File: config.mk
export PLATFORM = sky130hd
export DESIGN_NAME = cfvg_front
export DESIGN_NICKNAME = d
export VERILOG_FILES = /design/src/design/cfvg_pkg.sv /design/src/design/cfvg_front.sv
export SDC_FILE = /design/constraint.sdc
export NUM_CORES = 1
export LEC_CHECK = 0
export ABC_AREA = 1
export ABC_CLOCK_PERIOD_IN_PS = 20800
export BUFFER_PORTS_ARGS = -buffer_cell sky130_fd_sc_hd__buf_4
export CORE_ASPECT_RATIO = 0.7
export CORE_MARGIN = 2
export CORE_UTILIZATION = 35
export CTS_CLUSTER_SIZE = 25
export DETAILED_ROUTE_END_ITERATION = 6
export HOLD_SLACK_MARGIN = 0.1
export PLACE_DENSITY = 0.51
export SLEW_MARGIN = 20
export SYNTH_ARGS = -nofsm -noshare
export SYNTH_HDL_FRONTEND = slang
export SYNTH_SLANG_ARGS = --single-unit
File: constraint.sdc
create_clock -name clk -period 20.8 [get_ports clk]
set_input_delay 1.04 -clock clk [delete_from_list [all_inputs] [get_ports clk]]
set_output_delay 1.04 -clock clk [all_outputs]
set_load 0.05 [all_outputs]
File: src/design/cfvg_pkg.sv
`default_nettype none
package cfvg_pkg;

  localparam int MAX_VERTICES  = 1024;
  localparam int CORDIC_STAGES = 16;
  localparam int FRAC_BITS     = 8;

  localparam int IDX_W      = 10;
  localparam int CNT_W      = 11;
  localparam int RAD_W      = 10;
  localparam int POS_W      = 19;
  localparam int PH_W       = 16;
  localparam int DIV_STAGES = PH_W;
  localparam int LIM_W      = RAD_W + FRAC_BITS;
  localparam int GAIN_W     = 32;
  localparam int PROD_W     = LIM_W + GAIN_W;
  localparam int GUARD      = 16;
  localparam int XW         = 38;
  localparam int ZW         = 32;
  localparam int RW         = XW - GUARD;
  localparam int OUT_MAX    = 262143;

  localparam int CFG_IDX_W  = 2;
  localparam int CFG_DATA_W = 11;

  localparam int Q_DEPTH = 4;
  localparam int Q_AW    = 2;

  localparam logic [CFG_IDX_W-1:0] REG_VERTEX_COUNT = 2'd0;
  localparam logic [CFG_IDX_W-1:0] REG_RADIUS       = 2'd1;

  localparam logic [CNT_W-1:0] VERTEX_COUNT_RST = 11'd100;
  localparam logic [RAD_W-1:0] RADIUS_RST       = 10'd3;

  localparam logic [GAIN_W-1:0] GAIN_Q32 = 32'd2608131496;

  // atan(2^-i) in units of 2^-32 turn
  localparam logic [ZW-1:0] ATAN_TURNS [0:23] = '{
    32'd536870912, 32'd316933406, 32'd167458907, 32'd85004756, 32'd42667331,
    32'd21354465,  32'd10679838,  32'd5340245,   32'd2670163,  32'd1335087,
    32'd667544,    32'd333772,    32'd166886,    32'd83443,    32'd41722,
    32'd20861,     32'd10430,     32'd5215,      32'd2608,     32'd1304,
    32'd652,       32'd326,       32'd163,       32'd81
  };

  typedef struct packed {
    logic [PH_W-1:0] phase;
    logic            rim;
    logic            in_range;
    logic            odd;
  } qitem_t;

endpackage
`default_nettype wire

File: src/design/cfvg_front.sv
`default_nettype none
module cfvg_front (
  input  wire logic                        clk,
  input  wire logic                        rst_n,
  input  wire logic                        in_valid,
  output logic                             in_ready,
  input  wire logic [cfvg_pkg::IDX_W-1:0]  in_vertex_index,
  input  wire logic [cfvg_pkg::CNT_W-1:0]  vertex_count,
  output logic                             q_push,
  output cfvg_pkg::qitem_t                 q_item,
  input  wire logic                        q_full
);
  import cfvg_pkg::*;

  typedef struct packed {
    logic [IDX_W-1:0] rem;
    logic [IDX_W-1:0] dsr;
    logic [PH_W-1:0]  quo;
    logic             rim;
    logic             in_range;
    logic             odd;
  } dstage_t;

  dstage_t          st_r [0:DIV_STAGES];
  logic [DIV_STAGES:0] vld_r;
  dstage_t          st0;
  logic             en;
  logic [CNT_W-1:0] count_c;
  logic [IDX_W-1:0] m;
  logic [IDX_W-1:0] d;
  logic             wrap;

  // One quotient bit per stage of restoring division.
  function automatic dstage_t div_step(input dstage_t s);
    logic [IDX_W:0] r2;
    logic           ge;
    dstage_t        o;
    r2 = {s.rem, 1'b0};
    ge = (r2 >= {1'b0, s.dsr});
    o = s;
    o.rem = ge ? IDX_W'(r2 - {1'b0, s.dsr}) : IDX_W'(r2);
    o.quo = {s.quo[PH_W-2:0], ge};
    return o;
  endfunction

  assign en       = !(vld_r[DIV_STAGES] && q_full);
  assign in_ready = en;
  assign q_push   = vld_r[DIV_STAGES] && !q_full;

  assign q_item.phase    = st_r[DIV_STAGES].quo;
  assign q_item.rim      = st_r[DIV_STAGES].rim;
  assign q_item.in_range = st_r[DIV_STAGES].in_range;
  assign q_item.odd      = st_r[DIV_STAGES].odd;

  always_comb begin
    count_c = (vertex_count > CNT_W'(MAX_VERTICES)) ? CNT_W'(MAX_VERTICES) : vertex_count;
    m = in_vertex_index - IDX_W'(1);
    d = IDX_W'(count_c - CNT_W'(2));
    // The closing rim point wraps to phase zero, as does every rim point
    // of a fan with at most two vertices.
    wrap = (count_c <= CNT_W'(2)) || (m == d);
    st0.rem      = wrap ? '0 : m;
    st0.dsr      = wrap ? IDX_W'(1) : d;
    st0.quo      = '0;
    st0.rim      = (in_vertex_index != '0);
    st0.in_range = ({1'b0, in_vertex_index} < count_c);
    st0.odd      = in_vertex_index[0];
  end

  always_ff @(posedge clk) begin
    if (!rst_n) begin
      vld_r <= '0;
    end else if (en) begin
      vld_r <= {vld_r[DIV_STAGES-1:0], in_valid};
    end
  end

  always_ff @(posedge clk) begin
    if (en) begin
      st_r[0] <= st0;
      for (int i = 0; i < DIV_STAGES; i++) begin
        st_r[i+1] <= div_step(st_r[i]);
      end
    end
  end

endmodule
`default_nettype wire

Yosys cells after proc, flatten, opt, wreduce, memory -nomap -nowiden
Memories as Yosys holds them, arrays and structs flattened.
Cells that the tools add are included.
- memories kept: 1
- register bits: 17
- word-level logic and storage cells: 66
- output and inout bits: 21
- bits of input ports: 25
- RAM bits: 663
- eq/ne operators: 1
- add/subtract/negate cells: 18
- magnitude comparators: 19
- mux-type cells: 20
- reductions and logical operators: 6
- memory list (memory ; words ; bits a word ; read ports ; clocked after memory_dff ; write ports ; line ; RTL):
    st_r ; 17 ; 39 ; 17 ; 0 ; 17 ; cfvg_front.sv:24 ; dstage_t st_r [0:DIV_STAGES];
- operators by type and width (operator ; count):
    $mux 10 ; 18
    $ge 11x10->1 ; 16
    $sub 10x10->10 ; 16
    $gt 11x11->1 const B ; 1
    $le 11x2->1 const B ; 1
    $lt 10x11->1 ; 1
    $mux 11 ; 1
    $eq 10x10->1 ; 1
    $reduce_bool 10->1 ; 1
    $sub 10x1->10 const B ; 1
    $sub 10x2->10 const B ; 1
    $logic_and 1x1->1 ; 2
    $logic_not 1->1 ; 2
    $logic_or 1x1->1 ; 1
    $mux 1 ; 1

Longest topological paths before layout
- depth in word-level cells: 6
- gate-level depth with buffers: 18
- depth with buffers taken out: 16

Worst setup path before layout
Ideal clock, no wire load.
- path type: input to register
- start: in q_full
- end: reg vld_r[16]
- slack: 3.858 ns
- cell stages on the path: 3
- arrival: 16.098 ns
- buffers on the path: 1
- data required time: 19.955 ns
- setup time: 0.845 ns
- cell sequence: nand2_1 -> clkbuf_1 -> a21boi_0
- word-level cells in the longest chain between the ends: 1
- ends and longest elaborated chain (element ; line ; RTL):
    start: declaration ; cfvg_front.sv:11 ; input wire logic q_full
    $logic_and 1x1->1 ; cfvg_front.sv:46 ; assign en = !(vld_r[DIV_STAGES] && q_full);
    end signal: assignment ; cfvg_front.sv:74 ; vld_r <= {vld_r[DIV_STAGES-1:0], in_valid};
    end: declaration ; cfvg_front.sv:25 ; logic [DIV_STAGES:0] vld_r;
No other way between the ends.
A chain may end at the register's enable or synchronous reset.

Worst setup path in the final report
- start: in q_full
- end: out in_ready
- word-level cells in the longest chain between the ends: 2
- ends and longest elaborated chain (element ; line ; RTL):
    $logic_and 1x1->1 ; cfvg_front.sv:46 ;
    $logic_not 1->1 ; cfvg_front.sv:46 ;
    end: declaration ; cfvg_front.sv:6 ; output logic in_ready,
No other way between the ends.

==> flow_metrics.py <==
metrics = {
    "outcome": {
        "status": "finished clean",
    },
    "clock_tree": {
        "cts_buffers": 54,
        "cts_hold_buf": 0,
        "ctsResizeCount": 0,
        "clkTransAtPathRegs_ns": 0.06,
        "post_cts_buffers": 0,
        "cts-root-buf": "clkbuf_16",
        "cts_buffer_depth": 3,
        "clkLatencyLatePin_ns": 0.62,
        "numClockSinks": 524,
        "cts_tree": "yes",
        "h-tree-depth": 2,
    },
    "worst_setup_path": {
        "end_kind": "output port",
        "required_ns": 19.76,
        "critical_path_class": "primary input to output port",
        "r2r-end": "st_r[0][175]$_DFFE_PN_",
        "worstSetupStartpointType": "primary input",
        "reg2reg_setup_slack_ns": 17.38,
        "endpoint": "in_ready",
        "rr_worst_depth": 5,
        "worstPathArrival_ns": 2.89,
        "startpoint": "q_full",
        "r2r_start": "vld_r[16]$_SDFFE_PN0N_",
        "cp_max_fo": 76,
    },
    "floorplan": {
        "dieArea_um2": 74600,
        "dieWidth_um": 326,
        "core_um2": 71600,
        "io_pins": 46,
        "initial_utilization_pct": 35.4,
        "num_rows": 82,
        "fp.dieH_um": 229,
    },
    "global_routing": {
        "antenna_found_initial": 0,
        "grt_pass1_wl_um": 78500,
        "grt_max_degree": 90,
        "gr-usage-all-layers_pct": 13.0,
        "overflow": 0,
        "grt_pass1_vias": 14700,
    },
    "sta": {
        "max_freq_ghz": 0.255,
        "hold_violations": 0,
        "tightest_slew_ns": 1.04,
        "slew_viol_final": 0,
        "rsz0062_at_grt": "no",
        "tns_ns": 0,
        "worst_slack_ns": 16.87,
        "fin_crit_sh_pct": 18.9,
        "relSlewSlack_pct": 30.6,
        "min_period_ns": 3.93,
        "setup_viol": 0,
        "skew_ns": 0.0264,
    },
    "place": {
        "finalWeightedCongestion": 0.868,
        "post-place-ws_ns": 16.14,
        "dp_hpwl_um": 34600,
        "dp_cells": 3182,
        "placed_area_um2": 26700,
        "io_buffers": 45,
    },
    "power_and_ir_drop": {
        "p_switching_mw": 1.46,
        "pwr-share-comb_pct": 34.4,
        "p_seq_share_pct": 41.9,
        "p_leak_nw": 12.1,
        "p_clk_share_pct": 23.8,
        "powerDensity_nw_per_um2": 148,
        "peakVddDrop_uv": 59.6,
        "sw_frac_of_total_pct": 34.6,
        "p_int_mw": 2.76,
    },
    "synthesis": {
        "synth_cells": 2203,
        "yosysWarnings": 0,
        "synth_top_flop_cell": "edfxtp_1",
        "synth_edf_count": 507,
        "syn_area_um2": 25300,
        "synth_nets": 2414,
        "ys_seq_elements": 524,
        "syn_avg_cell_area_um2": 11.5,
        "synth-async-reset-ratio_pct": 0,
        "yosysSeqAreaShare_pct": 61.4,
        "synth_cell_type_count": 38,
    },
    "final_layout": {
        "final_nets": 2484,
        "final_util_pct": 39.9,
        "drive_above_1_share_pct": 6.73,
        "fillCellCount": 6894,
        "design_area_um2": 28600,
        "instances_no_fill": 3284,
        "final-seq-area_um2": 15600,
        "antenna_cells": 0,
        "synthToLayoutAreaGrowth_pct": 12.8,
        "multi_input_area_um2": 8160,
    },
    "drt": {
        "ant_nets": 0,
        "firstDrtPassIters": 5,
        "drc": 0,
        "num_vias": 15300,
        "viasPerCell": 4.65,
        "detail_route.iter0.violations": 1172,
        "wire_per_inst_um": 14.7,
        "totalWireLength_um": 48200,
    },
    "min_path": {
        "hold_depth": 0,
        "hp-class": "flop to flop",
    },
    "run": {
        "max-cap-violations": 0,
    },
}
## layout by cell type (no fill, tap or decap), drive strengths merged, types with 23 or more instances in the layout
master / n
a21o: 23
a21oi: 88
buf: 58
clkbuf: 63
clkinv: 33
edfxtp: 507
ha: 171
inv: 360
nand2: 296
nand3: 62
nor2: 132
o21ai: 207
xnor2: 50
xor2: 79
## sequential cells by signal, indices dropped and copies added (netlist names)
name   flops
st_r     507
vld_r     17
## worst max-delay path, stage by stage
cell     delay (ns)
buf_4          0.12
nand2_4        0.71
buf_4          0.63
buf_4          0.31
## how the worst min path moves through the flow
stage,from,slack [ns],endpoint
floorplan,st_r[0][78]$_DFFE_PN_,0.40,st_r[0][117]$_DFFE_PN_
global placement,st_r[0][432]$_DFFE_PN_,0.40,st_r[0][472]$_DFFE_PN_
detailed placement,st_r[0][82]$_DFFE_PN_,0.40,st_r[0][122]$_DFFE_PN_
CTS,st_r[0][158]$_DFFE_PN_,0.39,st_r[0][197]$_DFFE_PN_
global route,st_r[0][158]$_DFFE_PN_,0.41,st_r[0][197]$_DFFE_PN_
finish,st_r[0][158]$_DFFE_PN_,0.40,st_r[0][197]$_DFFE_PN_
## per-layer routing
layer	wire [µm]	GRT usage (%)
met1	26300	20.8
met2	18500	17.4
met3	2390	2.47
met4	979	3.70
met5	0	0
## synth_stat cells (10+ instances only)
library cell	n	area share (%)
a21oi_1	88	1.7
fa_1	15	1.2
or2_2	10	0.25
edfxtp_1	507	60
clkinv_1	10	0.15
nand3_1	61	1.2
nor3_1	10	0.20
ha_1	171	8.4
inv_1	357	5.3
dfxtp_1	17	1.3
o21ai_0	206	4.1
nor2_1	131	1.9
o21bai_1	20	0.59
clkbuf_1	23	0.34
o211ai_1	13	0.39
a21o_1	23	0.68
xor2_1	79	2.7
xnor2_1	50	1.7
a31oi_1	21	0.52
nand2_1	295	4.4
nand4_1	21	0.52
buf_4	20	0.59
## through the flow
stage                     hold slack [ns]  power [mW]
after floorplan                     0.400        2.86
after global placement              0.401        3.20
after detailed placement            0.405        3.23
after CTS                           0.391        4.27
after global routing                0.410        4.55
final                               0.399        4.22
## final cells by class
class / instances / area share, %
clock inverter: 38 / 1.47
clock buffer: 63 / 4.92
timing repair buffer: 58 / 1.59
tap: 966 / 4.23
inverter: 367 / 4.82
multi-input combinational: 1268 / 28.5
sequential: 524 / 54.4
## cells by family after synthesis
logic type / Yosys count / synth area share [%]
AO/OA/AOI/OAI: 398 / 8.85
adder cells (fa/ha/maj): 186 / 9.63
XOR/XNOR: 129 / 4.46
AND/OR/NAND/NOR: 555 / 9.23
buffers and inverters: 411 / 6.41
flip-flops: 524 / 61.4
## power groups by stage
stage,combinational (mW),sequential [mW],clock [mW]
after floorplan,1.14,1.72,0
after global placement,1.41,1.79,0
after detailed placement,1.44,1.79,0
after CTS,1.45,1.78,1.04
after global routing,1.67,1.81,1.08
final,1.45,1.77,1.00
Power figures use the tool's default switching activity.
