### config.mk
export PLATFORM = sky130hd
export DESIGN_NAME = cfvg_queue
export DESIGN_NICKNAME = d
export VERILOG_FILES = /design/src/design/cfvg_pkg.sv /design/src/design/cfvg_queue.sv
export SDC_FILE = /design/constraint.sdc
export NUM_CORES = 1
export LEC_CHECK = 0
export BUFFER_PORTS_ARGS = -buffer_cell sky130_fd_sc_hd__buf_2
export CAP_MARGIN = 25
export CORE_MARGIN = 2
export CORE_UTILIZATION = 55
export CTS_CLUSTER_SIZE = 14
export DETAILED_ROUTE_END_ITERATION = 8
export GPL_ROUTABILITY_DRIVEN = 0
export PLACE_DENSITY = 0.75
export SLEW_MARGIN = 10
export SYNTH_ARGS = -nofsm -noshare
export SYNTH_HDL_FRONTEND = slang
export SYNTH_SLANG_ARGS = --single-unit
### constraint.sdc
create_clock -name clk -period 2.45 [get_ports clk]
set_input_delay 0.245 -clock clk [delete_from_list [all_inputs] [get_ports clk]]
set_output_delay 0.245 -clock clk [all_outputs]
set_load 0.005 [all_outputs]
### src/design/cfvg_pkg.sv
`default_nettype none
package cfvg_pkg;

  localparam int MAX_VERTICES  = 1024;
  localparam int CORDIC_STAGES = 16;
  localparam int FRAC_BITS     = 8;

  localparam int IDX_W      = 10;
  localparam int CNT_W      = 11;
  localparam int RAD_W      = 10;
  localparam int POS_W      = 19;
  localparam int PH_W       = 16;
  localparam int DIV_STAGES = PH_W;
  localparam int LIM_W      = RAD_W + FRAC_BITS;
  localparam int GAIN_W     = 32;
  localparam int PROD_W     = LIM_W + GAIN_W;
  localparam int GUARD      = 16;
  localparam int XW         = 38;
  localparam int ZW         = 32;
  localparam int RW         = XW - GUARD;
  localparam int OUT_MAX    = 262143;

  localparam int CFG_IDX_W  = 2;
  localparam int CFG_DATA_W = 11;

  localparam int Q_DEPTH = 4;
  localparam int Q_AW    = 2;

  localparam logic [CFG_IDX_W-1:0] REG_VERTEX_COUNT = 2'd0;
  localparam logic [CFG_IDX_W-1:0] REG_RADIUS       = 2'd1;

  localparam logic [CNT_W-1:0] VERTEX_COUNT_RST = 11'd100;
  localparam logic [RAD_W-1:0] RADIUS_RST       = 10'd3;

  localparam logic [GAIN_W-1:0] GAIN_Q32 = 32'd2608131496;

  // atan(2^-i) in units of 2^-32 turn
  localparam logic [ZW-1:0] ATAN_TURNS [0:23] = '{
    32'd536870912, 32'd316933406, 32'd167458907, 32'd85004756, 32'd42667331,
    32'd21354465,  32'd10679838,  32'd5340245,   32'd2670163,  32'd1335087,
    32'd667544,    32'd333772,    32'd166886,    32'd83443,    32'd41722,
    32'd20861,     32'd10430,     32'd5215,      32'd2608,     32'd1304,
    32'd652,       32'd326,       32'd163,       32'd81
  };

  typedef struct packed {
    logic [PH_W-1:0] phase;
    logic            rim;
    logic            in_range;
    logic            odd;
  } qitem_t;

endpackage
`default_nettype wire

### src/design/cfvg_queue.sv
`default_nettype none
module cfvg_queue (
  input  wire logic              clk,
  input  wire logic              rst_n,
  input  wire logic              push,
  input  cfvg_pkg::qitem_t       push_item,
  output logic                   full,
  input  wire logic              pop,
  output cfvg_pkg::qitem_t       pop_item,
  output logic                   empty
);
  import cfvg_pkg::*;

  qitem_t          mem [0:Q_DEPTH-1];
  logic [Q_AW-1:0] wr_ptr_r;
  logic [Q_AW-1:0] rd_ptr_r;
  logic [Q_AW:0]   cnt_r;
  logic            do_push;
  logic            do_pop;

  assign full     = (cnt_r == (Q_AW+1)'(Q_DEPTH));
  assign empty    = (cnt_r == '0);
  assign do_push  = push && !full;
  assign do_pop   = pop && !empty;
  assign pop_item = mem[rd_ptr_r];

  always_ff @(posedge clk) begin
    if (!rst_n) begin
      wr_ptr_r <= '0;
      rd_ptr_r <= '0;
      cnt_r    <= '0;
    end else begin
      if (do_push) begin
        wr_ptr_r <= wr_ptr_r + Q_AW'(1);
      end
      if (do_pop) begin
        rd_ptr_r <= rd_ptr_r + Q_AW'(1);
      end
      cnt_r <= cnt_r + (Q_AW+1)'(do_push) - (Q_AW+1)'(do_pop);
    end
  end

  always_ff @(posedge clk) begin
    if (do_push) begin
      mem[wr_ptr_r] <= push_item;
    end
  end

endmodule
`default_nettype wire

# [Yosys cells after proc, flatten, opt, wreduce, memory -nomap -nowiden]
# Memories as Yosys holds them, arrays and structs flattened. A register that Yosys moved wholly into a read port is not among the register bits.
# Cells that the tools add are included.
[classes] n_addsub=4 eq_ne=1 mux=4 reduce_logical=5
[op_table] op="$add A2 B1 Y2 const B" n=2
[op_table] op="$mux W2" n=2
[op_table] op="$add A3 B1 Y3" n=1
[op_table] op="$eq A3 B3 Y1 const B" n=1
[op_table] op="$logic_not A3 Y1" n=1
[op_table] op="$sub A3 B1 Y3" n=1
[op_table] op="$logic_and A1 B1 Y1" n=2
[op_table] op="$logic_not A1 Y1" n=2
[op_table] op="$mux W1" n=2
[totals] ff_bits=7 mem_bits_rw=76 inputBits=23 output_inout_bits=21 word_cells=18 memories=1
[memory_table] memory="mem" depth=4 width=19 read_ports=1 rd_ports_with_merged_regs=1 write_ports=1 line="cfvg_queue.sv:14" source="qitem_t mem [0:Q_DEPTH-1];"

# [Logic depth before layout (Yosys ltp)]
# Gate-level depths: netlist (run 1).
[logic_depth] word_depth=5 mapped_depth=11 ltp_nobuf=10

# [Worst setup path before layout (run 1)]
# No wires, ideal clock.
[synth_path] path_kind="register -> register" start="register cnt_r[2]" end="register cnt_r[2]" setup_ns=0.115 t_arrival_ns=1.995 required_ns=2.335 setup_slack_ns=0.340 path_stages_with_launch=12 path_buffers=1 synth_period_minus_slack_ns=2.110 path_cell_list="dfxtp_1 > nor3b_2 > nor2b_1 > buf_2 > inv_1 > ha_1 > inv_1 > ha_1 > fa_1 > xnor2_1 > xnor2_1 > and2_1"
[synth_between] elab_chain_cells=5 elab_cells_between_ends=8 cone_classes="add/sub (2); eq/ne (1); reduce/logical (5)"
[synth_rtl] item="from (decl)" line="cfvg_queue.sv:17" source="logic [Q_AW:0] cnt_r;"
[synth_rtl] item="from (signal assigned)" line="cfvg_queue.sv:39" source="cnt_r <= cnt_r + (Q_AW+1)'(do_push) - (Q_AW+1)'(do_pop);"
[synth_rtl] item="$eq A3 B3 Y1" line="cfvg_queue.sv:21" source="assign full = (cnt_r == (Q_AW+1)'(Q_DEPTH));"
[synth_rtl] item="named net full" line="cfvg_queue.sv:7" source="output logic full,"
[synth_rtl] item="$logic_not A1 Y1" line="cfvg_queue.sv:23" source="assign do_push = push && !full;"
[synth_rtl] item="$logic_and A1 B1 Y1" line="cfvg_queue.sv:23"
[synth_rtl] item="$add A3 B1 Y3" line="cfvg_queue.sv:39"
[synth_rtl] item="$sub A3 B1 Y3" line="cfvg_queue.sv:39"
# The timed path passes the listed nets, and every way through them passes these cells.
# A chain may end at the register's enable or synchronous reset.

# [Final worst setup path (run 1)]
[layout_path] start="register cnt_r[1]" end="register cnt_r[2]"
[layout_between] elab_cells_between_ends=8 cone_classes="add/sub (2); eq/ne (1); reduce/logical (5)"
[layout_lines] item="$logic_not A3 Y1" line="cfvg_queue.sv:22" source="assign empty = (cnt_r == '0);"
[layout_lines] item="$logic_not A1 Y1" line="cfvg_queue.sv:24" source="assign do_pop = pop && !empty;"
[layout_lines] item="$logic_and A1 B1 Y1" line="cfvg_queue.sv:24"
[layout_lines] item="named net do_pop" line="cfvg_queue.sv:19" source="logic do_pop;"
[layout_lines] item="$sub A3 B1 Y3" line="cfvg_queue.sv:39"
# The timed path passes the listed nets, and every way through them passes these cells.

==> results of run 1 <==
power groups by stage:
stage	registers, mW	clock network, mW	logic [mW]
5_1_grt	1.84	1.07	0.864
4_1_cts	1.82	1.02	0.801
6_report	1.83	1.00	0.787
3_3_place_gp	1.84	0	0.749
2_1_floorplan	1.83	0	0.537
3_5_place_dp	1.85	0	0.798
logic make-up (layout without fill, tap and decap cells):
group,count (synthesis),in the layout,share of synthesized area
AOI/OAI and AO/OA,4,4,0.00689
xor gates and xnor gates,2,2,0.00536
adders and majority gates,7,7,0.0291
buffers and inverters,12,72,0.0222
DFF,85,85,0.753
muxes,21,21,0.147
and+or+nand+nor,19,19,0.0363
cell usage after synthesis:
cell        n
o21ai_0     3
mux4_2     10
nor3_2      1
ha_1        6
edfxtp_1   76
nand4bb_1   1
and2_1      7
inv_1       6
buf_6       1
nand2_1     6
fa_1        1
nor3b_2     1
dfxtp_1     9
xnor2_1     2
a21boi_1    1
clkbuf_1    1
or3_1       1
mux4_1      9
mux2i_1     2
buf_2       3
nor2b_1     2
buf_12      1
area by class of cell:
cell class | instances | area [um2]
fillers | 423 | 2020
multi-input cells | 53 | 742
repair buffers | 50 | 268
clock buffers | 10 | 128
flip-flops and latches | 85 | 2460
well taps | 75 | 93.8
inverters | 6 | 22.5
clock inverters | 6 | 77.6
worst max path at each step:
stage,end,depth (start not counted),slack [ps]
2_1_floorplan,cnt_r[2],11,340
3_3_place_gp,cnt_r[2],9,420
3_5_place_dp,cnt_r[2],9,150
4_1_cts,cnt_r[2],9,130
5_1_grt,cnt_r[2],9,70
6_report,cnt_r[2],9,190
flip-flops by register name, summed over array words and instances (netlist names), named ones only:
| register | count |
|---|---|
| wr_ptr_r | 2 |
| cnt_r | 3 |
| rd_ptr_r | 2 |
| mem | 76 |
placed cells by master (no fill, tap or decap), types with 3 or more instances in the layout:
cell type	count
buf_2	43
edfxtp_1	76
buf_4	7
mux4_2	10
and2_1	7
mux4_1	9
o21ai_0	3
clkbuf_8	9
nand2_1	6
ha_1	6
dfxtp_1	9
inv_1	6
routing by layer:
metal  global-route usage  part of all wire  wire length (um)  up-vias
met5                    0                 0                 0        -
met4               0.0712             0.014                70        0
met3               0.0444             0.043               220        7
met2                0.318              0.55              2820       42
met1                0.188              0.40              2040      804
li1                     -                 -                 -      712
critical path, cell delays in order (launching register included):
cell,delay [ps]
dfxtp_1,360
nor3_4,280
nor2b_1,130
ha_1,300
inv_1,40
ha_1,190
fa_1,390
xnor2_1,220
xnor2_1,90
and2_1,160
through the flow:
step | instances | cell area, um2 | power [mW] | hold slack, ps | worst slack [ps]
4_1_cts | 285 | 3790 | 3.64 | 110 | 133
2_1_floorplan | 150 | 3270 | 2.37 | 344 | 340
3_3_place_gp | 269 | 3580 | 2.59 | 455 | 419
6_report | 285 | 3790 | 3.61 | 129 | 190
5_1_grt | 285 | 3790 | 3.77 | 108 | 70.8
3_5_place_dp | 269 | 3580 | 2.65 | 462 | 153
==> metrics, run 1 <==
Sequential Power Share 0.505; Core Area just under 0.006 mm2; Sw Ratio 0.242; Crit Path Category flip-flop to flip-flop; power density over the cells 953 mW/mm2; R2R Setup Slk about 190 ps; CTS HTree Levels 3; Avg Cell Area, Syn about 22 um2; CP Capture Type flip-flop; Fmax about 440 MHz; post-DP HPWL approximately 3300 um; vias in the first global route 1690; RSZ-0062 raised after global routing no; # Max-Cap Violations 0; Slew @ Worst Pin about 350 ps; CP arrival around 2500 ps; via count around 1600; Hold Path Stages 1; Slew Viols, Final 0; Final Setup Violations 0; Iteration-0 DRC Markers between 50 and 60; clock root cell clkbuf_8; Die W roughly 81 um; final core occ 0.652; fin crit period approximately 2300 ps; synth-to-layout area growth 16.0%; Setup Skew about 8.2 ps; routed wire length about 5200 um; #FFs+latches synth 85; cell taking the most area after synthesis edfxtp_1; Worst Path Max Fanout 5; Mapped Area around 0.0033 mm2; post-CTS setup buffers 0; static leakage between 1 and 1.5 nW; # DRC 0; Synth cell types 22; Synth Warn # 0; share of cells above drive strength 1 0.357; Starting Density 0.562; final worst-path cycle share 0.922; All-Layer GR Usage 0.172; CTS max path bufs 2; critical path launch point type flip-flop; grt ovf 0; hold_buf cts 0; IO Count 44; CTS clk-pin slew, worst paths about 70 ps; Routed WL per cell about 18 um; sw power just under 900 uW; Via density between 5 and 6; first drt pass iteration count 4; post_cts resized 0; P_int roughly 2.7 mW; largest net degree at the start of global routing 20; initial antenna violation count 0; CTS tree built; top cells by area, synth edfxtp_1 70%, mux4_1 7.2%, mux4_2 6.9%; Synth Net Count 180; nets ~240; clk_lat worst skew about 330 ps; CP Data Required Time 2680 ps; first-pass GRT wire length approximately 8000 um; Fin. Hold Viols 0; Die ar. 0.00658 mm2; R2R cell count 9; Hold EP mem[2][15]; RR Startpoint cnt_r[1]; Mapped Cells 150; total CTS buffers 9; maximum vdd ir drop 0.000684 V; buffers added on ports 43; Rel. slew slack 0.766; diode count 0; Die H a little over 80 um; row count 28; Synth top area share 0.698; Sink Count 85; outcome completed; Worst Hold Launch push_item[15]; hold crit path type input port to flip-flop; power share of the combinational group 0.218; clock share of power 0.277; Setup TNS Final 0 ps; critical path launch point cnt_r[1]; DRT antenna net count 0; Critical R2R Capture cnt_r[2]; post-synthesis sequential area ratio 0.753
(Power assumes the default switching activity.)
==> run 2, diff against run 1 <==
Settings changed: ABC_AREA set to 1.
==> metrics, run 2 <==
Worst Hold Launch push_item[4] (was push_item[15]); critical path launch point type flip-flop (unchanged); largest net degree at the start of global routing 39 (was 20); row count 28 (unchanged); DRT antenna net count 0 (unchanged); slowest stage delay, CP 380 ps (was 390 ps); sw power 1.09 mW (was 875 uW); Largest register FFs 76 (unchanged); commonest non-fill, non-tap cell in the layout edfxtp_1 (unchanged); Die ar. 0.00671 mm2 (was 0.00658 mm2); post_cts resized 0 (unchanged); CTS tree built (unchanged); cell taking the most area after synthesis edfxtp_1 (unchanged); Largest regs mem x76, cnt_r x3 (unchanged); routed wire length 5820 um (was 5150 um); Slew Viols, Final 0 (unchanged); Crit path max-delay family adder cells (unchanged); Avg Cell Area, Syn 13.2 um2 (was 21.8 um2); post-CTS setup buffers 0 (unchanged); RR Startpoint cnt_r[1] (unchanged); gr busiest metal met2 (unchanged); WP buf/inv 1 (unchanged); Fin. Hold Viols 0 (unchanged); #FFs+latches synth 85 (unchanged); Fmax 500 MHz (was 443 MHz); Sink Count 85 (unchanged); first drt pass iteration count 4 (unchanged); Mapped Area 0.00334 mm2 (was 0.00327 mm2); Setup TNS Final 0 ps (unchanged); maximum vdd ir drop 0.000536 V (was 0.000684 V); Via density 5.37 (was 5.49); share of cells above drive strength 1 0.239 (was 0.357); Hold EP mem[2][4] (was mem[2][15]); Synth Net Count 282 (was 180); CTS max path bufs 2 (unchanged); Rel. slew slack 0.565 (was 0.766); IO Count 44 (unchanged); Die W 81.9 um (was 81.1 um); Synth cell types 20 (was 22); power share of the combinational group 0.241 (was 0.218); CP Capture Type flip-flop (unchanged); Final Total Pwr 3.76 mW (was 3.61 mW); Worst Path Max Fanout 6 (was 5); count leader, synth edfxtp_1 (unchanged); clk_lat worst skew 350 ps (was 330 ps); worst slack, placed 465 ps (was 153 ps); via count 2042 (was 1565); CP arrival 2250 ps (was 2490 ps); Critical R2R Capture cnt_r[2] (unchanged); Sw Ratio 0.290 (was 0.242); CP Data Required Time 2700 ps (was 2680 ps); outcome completed (unchanged); fin cells 380 (was 285); total CTS buffers 9 (unchanged); # Max-Cap Violations 0 (unchanged); Hold Path Stages 1 (unchanged); nets 331 (was 235); Sequential Power Share 0.487 (was 0.505); number of enable flip-flop cells after synthesis 76 (unchanged); Iteration-0 DRC Markers 211 (was 52); diode count 0 (unchanged); static leakage 1.43 nW (was 1.35 nW); fin worst setup slack 450 ps (was 190 ps); Finished Cell Area 0.00381 mm2 (was 0.00379 mm2); Routed WL per cell 15.3 um (was 18.1 um); Slew @ Worst Pin 651 ps (was 351 ps); most frequent cells in the layout 76 x edfxtp_1, 43 x nor2_1, 43 x buf_2 (was 76 x edfxtp_1, 43 x buf_2, 10 x mux4_2); worst hold slack 102 ps (was 129 ps); Crit Path Category flip-flop to flip-flop (unchanged); Synth Warn # 0 (unchanged); Biggest register mem (unchanged); Placed Area 0.00360 mm2 (was 0.00358 mm2); Die H 81.9 um (was 81.1 um); R2R cell count 9 (unchanged); final worst-path cycle share 0.816 (was 0.922); hold crit path type input port to flip-flop (unchanged); clock root cell clkbuf_8 (unchanged); first-pass GRT wire length 8940 um (was 7910 um); # DRC 0 (unchanged); power density over the cells 987 mW/mm2 (was 953 mW/mm2); vias in the first global route 2061 (was 1690); initial antenna violation count 0 (unchanged); CTS HTree Levels 3 (unchanged); hold_buf cts 0 (unchanged); Starting Density 0.567 (was 0.562); dpl cells 365 (was 269); Core Area 0.00589 mm2 (was 0.00582 mm2); R2R Setup Slk 450 ps (was 190 ps); layout filler cell count 433 (was 423); Setup Skew 8.71 ps (was 8.23 ps); synth-to-layout area growth 14.0% (was 16.0%); Mapped Cells 252 (was 150); Final Setup Violations 0 (unchanged); post-DP HPWL 3400 um (was 3330 um); Synth top area share 0.684 (was 0.698); P_int 2.67 mW (was 2.74 mW); share of flip-flops with an asynchronous set or reset 0 (unchanged); post-synthesis sequential area ratio 0.738 (was 0.753); clock share of power 0.272 (was 0.277); fin crit period 2000 ps (was 2260 ps); Post-synth top cells 76 x edfxtp_1, 47 x nor2_1, 36 x o21ai_0 (was 76 x edfxtp_1, 10 x mux4_2, 9 x dfxtp_1, 9 x mux4_1, 7 x and2_1); routing usage on met3 0.0473 (was 0.0444); All-Layer GR Usage 0.188 (was 0.172); RSZ-0062 raised after global routing no (unchanged); GR met2 Demand/Resource 0.322 (was 0.318); CTS clk-pin slew, worst paths 80 ps (was 70 ps); buffers added on ports 43 (unchanged); final core occ 0.647 (was 0.652); worst path cell trace nor2_1 -> nand2_1 -> nand2_1 -> ha_1 -> inv_1 -> ha_1 -> fa_1 -> a21oi_1 -> nor2_1 (was nor3_4 -> nor2b_1 -> ha_1 -> inv_1 -> ha_1 -> fa_1 -> xnor2_1 -> xnor2_1 -> and2_1); Primary FF master, synth edfxtp_1 (unchanged); Crit path depth 9 (unchanged); met1 usage 0.202 (was 0.188); top cells by area, synth edfxtp_1 68%, dfxtp_1 5.4%, o21ai_0 5.4% (was edfxtp_1 70%, mux4_1 7.2%, mux4_2 6.9%); grt ovf 0 (unchanged); Critical-path top delay cell fa_1 (unchanged)
run 2: cell families after synthesis:
logic type | synth area share
flip-flops | 0.738
AND/OR/NAND/NOR | 0.0802
AO/OA/AOI/OAI | 0.102
buffers and inverters | 0.0513
adder cells (fa/ha/maj) | 0.0285
run 2: routing by layer:
layer / vias to the layer above / wire length [um]
met5: - / 0
met3: 16 / 249
met2: 50 / 3030
met4: 0 / 154
met1: 984 / 2380
li1: 992 / -
run 2: power by group through the flow:
stage / combinational, mW / sequential [mW] / clock (mW)
2_1_floorplan: 0.624 / 1.85 / 0
5_1_grt: 1.02 / 1.85 / 1.08
3_5_place_dp: 0.916 / 1.86 / 0
6_report: 0.906 / 1.83 / 1.02
3_3_place_gp: 0.886 / 1.86 / 0
4_1_cts: 0.920 / 1.83 / 1.04
run 2: worst max-delay path by stage:
| stage | slack [ps] | endpoint | startpoint |
|---|---|---|---|
| after floorplan | 580 | mem[0][0] | cnt_r[1] |
| after global placement | 540 | cnt_r[2] | cnt_r[1] |
| after detailed placement | 460 | cnt_r[2] | cnt_r[1] |
| after CTS | 450 | pop_item[10] | flip-flop |
| after global routing | 350 | pop_item[10] | flip-flop |
| final | 450 | cnt_r[2] | cnt_r[1] |
run 2: layout make-up:
cell class | instances | area (um2) | share of cell area
tap | 75 | 93.8 | 0.0247
sequential | 85 | 2460 | 0.647
inverter | 19 | 71.3 | 0.0187
timing repair buffer | 49 | 260 | 0.0684
clock inverter | 5 | 76.3 | 0.0201
clock buffer | 10 | 128 | 0.0335
multi-input combinational | 137 | 714 | 0.188
run 2: worst register-to-register path, delay by kind of cell, from the launching register on:
family,cells,cell delay [ps]
buffers and inverters,1,40
DFF,1,370
AOI/OAI and AO/OA,1,120
and+or+nand+nor,4,470
adders and majority gates,3,900
